### src/rau_pkg.sv
// Shared types and constants for the rational arithmetic unit.
// No dependencies; imported by every module under src.
package rau_pkg;

  localparam int WIDTH     = 16;
  localparam int IN_W      = 16;
  localparam int ACT_W     = 3;
  localparam int RES_NUM_W = 33;
  localparam int RES_DEN_W = 32;
  localparam int PW        = 2 * WIDTH;
  localparam int NW        = PW + 1;
  localparam int CW        = $clog2(NW + 1);
  localparam int DEN_MIN   = 2;

  localparam logic [ACT_W-1:0] OP_REDUCE = 3'd0;
  localparam logic [ACT_W-1:0] OP_MUL    = 3'd1;
  localparam logic [ACT_W-1:0] OP_DIV    = 3'd2;
  localparam logic [ACT_W-1:0] OP_ADD    = 3'd3;
  localparam logic [ACT_W-1:0] OP_SUB    = 3'd4;

  typedef struct packed {
    logic busy;
    logic done;
  } rau_stat_t;

endpackage

### src/rau_gcd.sv
// Binary gcd unit: one compare/subtract or shift per cycle, then shift-back of common twos.
// Depends on rau_pkg.
module rau_gcd import rau_pkg::*; (
  input  logic          clk,
  input  logic          rst_n,
  input  logic          start,
  input  logic [NW-1:0] x_in,
  input  logic [NW-1:0] y_in,
  output logic [NW-1:0] g,
  output rau_stat_t     stat
);

  typedef enum logic [2:0] {
    G_IDLE = 3'b001,
    G_RUN  = 3'b010,
    G_SHL  = 3'b100
  } gstate_t;

  gstate_t       state_r, state_nxt;
  logic [NW-1:0] x_r, x_nxt, y_r, y_nxt, g_r, g_nxt;
  logic [CW-1:0] k_r, k_nxt;
  logic          done_r, done_nxt;
  logic [NW:0]   diff;

  assign diff = {1'b0, x_r} - {1'b0, y_r};

  always_comb begin
    state_nxt = state_r;
    x_nxt     = x_r;
    y_nxt     = y_r;
    g_nxt     = g_r;
    k_nxt     = k_r;
    done_nxt  = 1'b0;
    case (state_r)
      G_IDLE: begin
        if (start) begin
          x_nxt     = x_in;
          y_nxt     = y_in;
          k_nxt     = '0;
          state_nxt = G_RUN;
        end
      end
      G_RUN: begin
        if (x_r == '0 || y_r == '0) begin
          g_nxt     = x_r | y_r;
          state_nxt = G_SHL;
        end else if (!x_r[0] && !y_r[0]) begin
          x_nxt = x_r >> 1;
          y_nxt = y_r >> 1;
          k_nxt = k_r + CW'(1);
        end else if (!x_r[0]) begin
          x_nxt = x_r >> 1;
        end else if (!y_r[0]) begin
          y_nxt = y_r >> 1;
        end else if (!diff[NW]) begin
          x_nxt = diff[NW-1:0];
        end else begin
          y_nxt = -diff[NW-1:0];
        end
      end
      G_SHL: begin
        if (k_r == '0) begin
          done_nxt  = 1'b1;
          state_nxt = G_IDLE;
        end else begin
          g_nxt = g_r << 1;
          k_nxt = k_r - CW'(1);
        end
      end
      default: state_nxt = G_IDLE;
    endcase
  end

  always_ff @(posedge clk) begin
    if (!rst_n) begin
      state_r <= G_IDLE;
      done_r  <= 1'b0;
    end else begin
      state_r <= state_nxt;
      done_r  <= done_nxt;
    end
    x_r <= x_nxt;
    y_r <= y_nxt;
    g_r <= g_nxt;
    k_r <= k_nxt;
  end

  assign g         = g_r;
  assign stat.busy = (state_r != G_IDLE);
  assign stat.done = done_r;

  a_done_idle: assert property (@(posedge clk) disable iff (!rst_n)
    done_r |-> state_r == G_IDLE)
    else $error("gcd done while running");

endmodule

### src/rau_div.sv
// Restoring divider, one quotient bit per cycle; shared for numerator and denominator.
// Depends on rau_pkg.
module rau_div import rau_pkg::*; (
  input  logic          clk,
  input  logic          rst_n,
  input  logic          start,
  input  logic [NW-1:0] dividend,
  input  logic [NW-1:0] divisor,
  output logic [NW-1:0] quo,
  output rau_stat_t     stat
);

  typedef enum logic [1:0] {
    D_IDLE = 2'b01,
    D_RUN  = 2'b10
  } dstate_t;

  dstate_t       state_r, state_nxt;
  logic [NW-1:0] rem_r, rem_nxt, q_r, q_nxt, dvs_r, dvs_nxt;
  logic [CW-1:0] cnt_r, cnt_nxt;
  logic          done_r, done_nxt;
  logic [NW:0]   rem_sh, trial;

  assign rem_sh = {rem_r, q_r[NW-1]};
  assign trial  = rem_sh - {1'b0, dvs_r};

  always_comb begin
    state_nxt = state_r;
    rem_nxt   = rem_r;
    q_nxt     = q_r;
    dvs_nxt   = dvs_r;
    cnt_nxt   = cnt_r;
    done_nxt  = 1'b0;
    case (state_r)
      D_IDLE: begin
        if (start) begin
          rem_nxt   = '0;
          q_nxt     = dividend;
          dvs_nxt   = divisor;
          cnt_nxt   = CW'(NW);
          state_nxt = D_RUN;
        end
      end
      D_RUN: begin
        if (!trial[NW]) begin
          rem_nxt = trial[NW-1:0];
          q_nxt   = {q_r[NW-2:0], 1'b1};
        end else begin
          rem_nxt = rem_sh[NW-1:0];
          q_nxt   = {q_r[NW-2:0], 1'b0};
        end
        cnt_nxt = cnt_r - CW'(1);
        if (cnt_r == CW'(1)) begin
          done_nxt  = 1'b1;
          state_nxt = D_IDLE;
        end
      end
      default: state_nxt = D_IDLE;
    endcase
  end

  always_ff @(posedge clk) begin
    if (!rst_n) begin
      state_r <= D_IDLE;
      done_r  <= 1'b0;
    end else begin
      state_r <= state_nxt;
      done_r  <= done_nxt;
    end
    rem_r <= rem_nxt;
    q_r   <= q_nxt;
    dvs_r <= dvs_nxt;
    cnt_r <= cnt_nxt;
  end

  assign quo       = q_r;
  assign stat.busy = (state_r != D_IDLE);
  assign stat.done = done_r;

endmodule

### src/rational_arithmetic_unit_core.sv
// Rational arithmetic unit top: sequencer, shared multiplier, gcd and divider instances.
// Depends on rau_pkg, rau_gcd, rau_div.
//
//   channel  direction  handshake            payload
//   in_      input      in_valid/in_ready    action, a_num, a_den, b_num, b_den
//   out_     output     out_valid/out_ready  res_num, res_den
//
// One transaction at a time: products through the one multiplier, then binary gcd
// steps (one shift or subtract per cycle), up to PW shift-back steps and two
// divisions, numerator then denominator; the gcd and divisions are skipped when no
// reduction applies.
// The result register frees the input side: a new transaction is taken while a
// result waits. Synchronous reset clears control state only.
module rational_arithmetic_unit_core import rau_pkg::*; (
  input  logic                        clk,
  input  logic                        rst_n,
  input  logic                        in_valid,
  output logic                        in_ready,
  input  logic [ACT_W-1:0]            in_action,
  input  logic signed [IN_W-1:0]      in_a_num,
  input  logic signed [IN_W-1:0]      in_a_den,
  input  logic signed [IN_W-1:0]      in_b_num,
  input  logic signed [IN_W-1:0]      in_b_den,
  output logic                        out_valid,
  input  logic                        out_ready,
  output logic signed [RES_NUM_W-1:0] out_res_num,
  output logic signed [RES_DEN_W-1:0] out_res_den
);

  typedef enum logic [7:0] {
    S_IDLE = 8'b0000_0001,
    S_MUL  = 8'b0000_0010,
    S_SUM  = 8'b0000_0100,
    S_CHK  = 8'b0000_1000,
    S_GCD  = 8'b0001_0000,
    S_DIVN = 8'b0010_0000,
    S_DIVD = 8'b0100_0000,
    S_DONE = 8'b1000_0000
  } state_t;

  state_t                    state_r, state_nxt;
  logic [ACT_W-1:0]          op_r, op_nxt;
  logic signed [WIDTH-1:0]   an_r, an_nxt, ad_r, ad_nxt, bn_r, bn_nxt, bd_r, bd_nxt;
  logic [1:0]                step_r, step_nxt;
  logic signed [NW-1:0]      num_r, num_nxt;
  logic signed [PW-1:0]      den_r, den_nxt, t_r, t_nxt;
  logic [NW-1:0]             mag_r, mag_nxt;
  logic                      neg_r, neg_nxt;
  logic                      ovalid_r, ovalid_nxt;
  logic signed [RES_NUM_W-1:0] onum_r, onum_nxt;
  logic signed [RES_DEN_W-1:0] oden_r, oden_nxt;

  logic signed [WIDTH-1:0]   mx, my;
  logic signed [PW-1:0]      prod;
  logic                      in_fire, arith, reduce_ok, slot_free;
  logic                      gcd_start, div_start;
  logic [NW-1:0]             g, quo, div_a;
  rau_stat_t                 gcd_st, div_st;

  assign in_ready  = (state_r == S_IDLE);
  assign in_fire   = in_valid && in_ready;
  assign slot_free = !ovalid_r || out_ready;
  assign arith     = (in_action inside {OP_MUL, OP_DIV, OP_ADD, OP_SUB});
  assign reduce_ok = !den_r[PW-1] && (den_r >= PW'(DEN_MIN));

  always_comb begin
    case (step_r)
      2'd0: begin
        mx = an_r;
        my = (op_r == OP_MUL) ? bn_r : bd_r;
      end
      2'd1: begin
        mx = ad_r;
        my = (op_r == OP_DIV) ? bn_r : bd_r;
      end
      default: begin
        mx = bn_r;
        my = ad_r;
      end
    endcase
  end
  assign prod = mx * my;

  assign gcd_start = (state_r == S_CHK) && reduce_ok;
  assign div_start = ((state_r == S_GCD) && gcd_st.done) ||
                     ((state_r == S_DIVN) && div_st.done);
  assign div_a     = (state_r == S_GCD) ? mag_r : NW'(unsigned'(den_r));

  always_comb begin
    state_nxt  = state_r;
    op_nxt     = op_r;
    an_nxt     = an_r;
    ad_nxt     = ad_r;
    bn_nxt     = bn_r;
    bd_nxt     = bd_r;
    step_nxt   = step_r;
    num_nxt    = num_r;
    den_nxt    = den_r;
    t_nxt      = t_r;
    mag_nxt    = mag_r;
    neg_nxt    = neg_r;
    ovalid_nxt = ovalid_r && !out_ready;
    onum_nxt   = onum_r;
    oden_nxt   = oden_r;
    case (state_r)
      S_IDLE: begin
        if (in_fire) begin
          op_nxt   = in_action;
          an_nxt   = WIDTH'(in_a_num);
          ad_nxt   = WIDTH'(in_a_den);
          bn_nxt   = WIDTH'(in_b_num);
          bd_nxt   = WIDTH'(in_b_den);
          num_nxt  = NW'(signed'(WIDTH'(in_a_num)));
          den_nxt  = PW'(signed'(WIDTH'(in_a_den)));
          step_nxt = 2'd0;
          state_nxt = arith ? S_MUL : S_CHK;
        end
      end
      S_MUL: begin
        step_nxt = step_r + 2'd1;
        case (step_r)
          2'd0: num_nxt = NW'(prod);
          2'd1: begin
            den_nxt = prod;
            if (op_r == OP_MUL || op_r == OP_DIV) state_nxt = S_CHK;
          end
          default: begin
            t_nxt     = prod;
            state_nxt = S_SUM;
          end
        endcase
      end
      S_SUM: begin
        num_nxt   = (op_r == OP_SUB) ? num_r - NW'(t_r) : num_r + NW'(t_r);
        state_nxt = S_CHK;
      end
      S_CHK: begin
        neg_nxt   = num_r[NW-1];
        mag_nxt   = num_r[NW-1] ? NW'(-num_r) : NW'(num_r);
        state_nxt = reduce_ok ? S_GCD : S_DONE;
      end
      S_GCD: begin
        if (gcd_st.done) state_nxt = S_DIVN;
      end
      S_DIVN: begin
        if (div_st.done) begin
          num_nxt   = neg_r ? -signed'(quo) : signed'(quo);
          state_nxt = S_DIVD;
        end
      end
      S_DIVD: begin
        if (div_st.done) begin
          den_nxt   = PW'(quo);
          state_nxt = S_DONE;
        end
      end
      S_DONE: begin
        if (slot_free) begin
          ovalid_nxt = 1'b1;
          onum_nxt   = RES_NUM_W'(num_r);
          oden_nxt   = RES_DEN_W'(den_r);
          state_nxt  = S_IDLE;
        end
      end
      default: state_nxt = S_IDLE;
    endcase
  end

  always_ff @(posedge clk) begin
    if (!rst_n) begin
      state_r  <= S_IDLE;
      ovalid_r <= 1'b0;
    end else begin
      state_r  <= state_nxt;
      ovalid_r <= ovalid_nxt;
    end
    op_r   <= op_nxt;
    an_r   <= an_nxt;
    ad_r   <= ad_nxt;
    bn_r   <= bn_nxt;
    bd_r   <= bd_nxt;
    step_r <= step_nxt;
    num_r  <= num_nxt;
    den_r  <= den_nxt;
    t_r    <= t_nxt;
    mag_r  <= mag_nxt;
    neg_r  <= neg_nxt;
    onum_r <= onum_nxt;
    oden_r <= oden_nxt;
  end

  rau_gcd u_gcd (
    .clk   (clk),
    .rst_n (rst_n),
    .start (gcd_start),
    .x_in  (NW'(unsigned'(den_r))),
    .y_in  (mag_nxt),
    .g     (g),
    .stat  (gcd_st)
  );

  rau_div u_div (
    .clk      (clk),
    .rst_n    (rst_n),
    .start    (div_start),
    .dividend (div_a),
    .divisor  (g),
    .quo      (quo),
    .stat     (div_st)
  );

  assign out_valid   = ovalid_r;
  assign out_res_num = onum_r;
  assign out_res_den = oden_r;

  a_busy_after_accept: assert property (@(posedge clk) disable iff (!rst_n)
    in_fire |=> !in_ready)
    else $error("accepted a transaction but still ready");

  a_units_exclusive: assert property (@(posedge clk) disable iff (!rst_n)
    !(gcd_st.busy && div_st.busy))
    else $error("gcd and divider active together");

  a_divd_to_done: assert property (@(posedge clk) disable iff (!rst_n)
    (state_r == S_DIVD) && div_st.done |=> state_r == S_DONE)
    else $error("denominator division did not finish the transaction");

  a_done_loads: assert property (@(posedge clk) disable iff (!rst_n)
    (state_r == S_DONE) && slot_free |=> ovalid_r && (state_r == S_IDLE))
    else $error("result not loaded");

endmodule

### config.mk
export PLATFORM = sky130hd
export DESIGN_NAME = rational_arithmetic_unit_core
export DESIGN_NICKNAME = d
export VERILOG_FILES = /design/src/rau_pkg.sv /design/src/rau_gcd.sv /design/src/rau_div.sv /design/src/rational_arithmetic_unit_core.sv
export SDC_FILE = /design/constraint.sdc
export NUM_CORES = 2
export LEC_CHECK = 0
export BUFFER_PORTS_ARGS = -buffer_cell sky130_fd_sc_hd__buf_4
export CORE_MARGIN = 4
export CORE_UTILIZATION = 65
export CTS_CLUSTER_DIAMETER = 120
export DETAILED_ROUTE_END_ITERATION = 10
export GPL_TIMING_DRIVEN = 1
export HOLD_SLACK_MARGIN = 0.15
export PLACE_DENSITY = 0.83
export REMOVE_ABC_BUFFERS = 1
export SLEW_MARGIN = 30
export SYNTH_ARGS = -nofsm -noshare
export SYNTH_HDL_FRONTEND = slang
export SYNTH_SLANG_ARGS = --single-unit
### constraint.sdc
create_clock -name clk -period 18.6 [get_ports clk]
set_input_delay 2.79 -clock clk [delete_from_list [all_inputs] [get_ports clk]]
set_output_delay 2.79 -clock clk [all_outputs]
set_load 0.02 [all_outputs]
==> flow_summary.yaml <==
worst_setup_path:
  crit_family: "adder cells"
  setup.worst_path.class: "flop to flop"
  rrSetupSlack_ns: 9.33
  cp-startpoint: "step_r[0]"
  crit_arrival_ns: 9.71
  path_max_fanout: 19
  r2r_start: "step_r[0]"
  timing.rr.end: "num_r[31]"
  startpoint_type: "flop"
  cp-end-kind: "flop"
  slowest_stage: "clkinv_1"
  crit_required_ns: 19.05
  critPathBufInv: 7
  cp.depth: 29
  critical_path.max_stage_delay_ns: 0.84
  reg2reg_depth: 29
clocking:
  ctsResizeCount: 0
  clock_latency_ns: 0.65
  cts_tree: "done"
  post_cts_buffers: 0
  cts.sinks: 491
  numCtsBuffers: 55
  clk_path_buf_depth: 3
  cts.clk_slew.worst_paths_ns: 0.06
  ctsHtreeMaxLevel: 2
  cts_hold_buf: 0
  cts-root-buf: "clkbuf_16"
logic_synthesis:
  synth_edf_count: 442
  yosys_warnings: 0
  netlist_instances: 4079
  synth_cell_types: 89
  ys_ff_latch: 491
  netlist_area_um2: 38900
  synth-async-reset-ratio_pct: 0
  yosysSeqAreaShare_pct: 36.6
  synth_area_leader_cell: "edfxtp_1"
  synth_top_area_share_pct: 34.1
  synthTopCellsByArea: "edfxtp_1 (34%), fa_1 (14%), ha_1 (7.3%), inv_1 (4.6%), nand2_1 (4.6%)"
  syn_area_per_cell_um2: 9.54
  synth_top_flop_cell: "edfxtp_1"
sta:
  drv_slew: 0
  finClkSkew_ns: 0.0468
  rsz0062_at_grt: "false"
  hold_viol_final: 0
  finalSetupTns_ns: 0
  fin_crit_ns: 9.27
  worst_slew_pin_slew_ns: 0.991
  relSlewSlack_pct: 33.6
  setup-violations-final: 0
  worst_slack_ns: 9.33
  clock.fmax_mhz: 108
  post-route-period-util_pct: 49.8
detailed_routing:
  drt-initial-drc-count: 4041
  ant_nets: 0
  viasPerCell: 6.37
  drt-wirelength-per-cell_um: 22.1
  wirelength_mm: 110
  drc_errors: 0
  drtPass1Iterations: 8
  via_count: 31747
run_status:
  status: "finished, final reports clean"
cells_and_area:
  fill_cells: 4333
  area_delta_synth_final_pct: 10.1
  drive_above_1_share_pct: 8.54
  finalNetCount: 4729
  layoutNonFillerInstCount: 4987
global_routing:
  antenna_found_initial: 3
  grt_max_degree: 72
  grt_pass1_wl_mm: 170
  grt_use_met3_pct: 10.6
  gr-usage-all-layers_pct: 34.2
  overflow: 0
  grt_pass1_vias: 30474
  use_met1_pct: 49.0
  gr-usage-met2_pct: 49.2
  top_usage_layer: "met2"
die:
  dieHeight_um: 253
  start_util_pct: 65.8
  die_area_um2: 63800
  die_w_um: 253
  ios: 138
  row_count: 89
  core_um2: 59100
worst_hold_path:
  hp-start: "u_gcd.g[32]"
  hold_class: "flop to flop"
  whs_path_depth: 0
  holdPathEnd: "u_div.dvs_r[32]"
job:
  maxCapViolations: 0
place:
  placedCellCount: 4880
  numPortBuffers: 137
  gp_congestion: 0.988
  hpwl_mm: 83.7
  pre_cts_slack_ns: 9.54
[per-stage QoR]
step,area [µm²],utilization (%),hold WS (ns)
2_1_floorplan,38300,-,0.400
4_1_cts,42800,72.3,0.441
6_report,42800,72.4,0.440
3_5_place_dp,40800,69.1,0.413
5_1_grt,42800,72.4,0.449
3_3_place_gp,40700,68.9,0.402
[layout make-up]
type	instances	area [µm²]	share of cell area, %
Antenna cell	1	2.50	0.00584
Clock buffer	75	1550	3.62
Clock inverter	29	383	0.894
Inverter	478	1790	4.19
Multi-Input combinational cell	2958	22500	52.4
Sequential cell	491	14300	33.3
Tap cell	773	967	2.26
Timing Repair Buffer	182	1430	3.33
[cells by family (layout without fill, tap and decap cells)]
logic type               count (synthesis)  after routing  share of synthesized area (%)
adder cells (fa/ha/maj)                492            492                           21.0
flip-flops                             491            491                           36.6
multiplexers                            40             40                           1.05
other                                    0              1                              0
AO/OA/AOI/OAI                          847            847                           14.4
XOR/XNOR                               225            225                           5.07
buffers and inverters                  630            764                           6.10
AND/OR/NAND/NOR                       1354           1354                           15.8
[sequential cells by signal, indices dropped and copies added (netlist names), 16 cells and up]
register     cells
u_gcd.y_r       33
t_r             32
num_r           33
u_div.rem_r     33
out_res_den     32
u_gcd.x_r       33
u_div.dvs_r     33
mag_r           33
ad_r            16
an_r            16
out_res_num     33
u_gcd.g         33
u_div.quo       33
bd_r            16
bn_r            16
den_r           32
[cells in the mapped netlist, types with 21 or more instances]
master    instances
clkbuf_1        138
mux2i_1          35
nor2b_1          31
o21ai_0         146
nor3_1           67
ha_1            226
a221oi_1         43
xor2_1           84
edfxtp_1        442
nand3_1          45
nor2_1          462
or3_1            27
or2_2            21
o31ai_1          27
nand2b_1         39
a211oi_1         26
nand2_1         475
xnor2_1         141
nor4_1           47
a21o_1           59
inv_1           476
a31oi_1          51
fa_1            266
and2_1           27
o21a_1           30
a21oi_1         257
dfxtp_1          49
[worst max-delay path by stage]
stage,endpoint,slack (ns)
floorplan,num_r[30],9.41
global route,num_r[31],8.75
finish,num_r[31],9.33
global placement,num_r[31],9.77
CTS,num_r[31],9.47
detailed placement,num_r[31],9.54
[metal layers]
layer / share of wire (%) / wire length, µm
met3: 14 / 15200
met4: 4.5 / 4920
met5: 0.0064 / 7
met1: 39 / 43400
met2: 42 / 46400
[cells in the final DEF, fill, tap and decap left out, drive strengths merged, types with 27 or more instances in the layout]
cell and count:
a211oi 27, a21o 59, a21oi 258, a221oi 43, a31oi 51, and2 28, buf 182, clkbuf 75
dfxtp 49, edfxtp 442, fa 266, ha 226, inv 479, mux2i 35, nand2 475, nand2b 39
nand3 45, nor2 462, nor2b 31, nor3 69, nor4 48, o21a 30, o21ai 147, o31ai 29
or3 27, xnor2 141, xor2 84
Power is not shown: default switching activity piles up to over one toggle a cycle in this logic, so the estimate is an artifact.
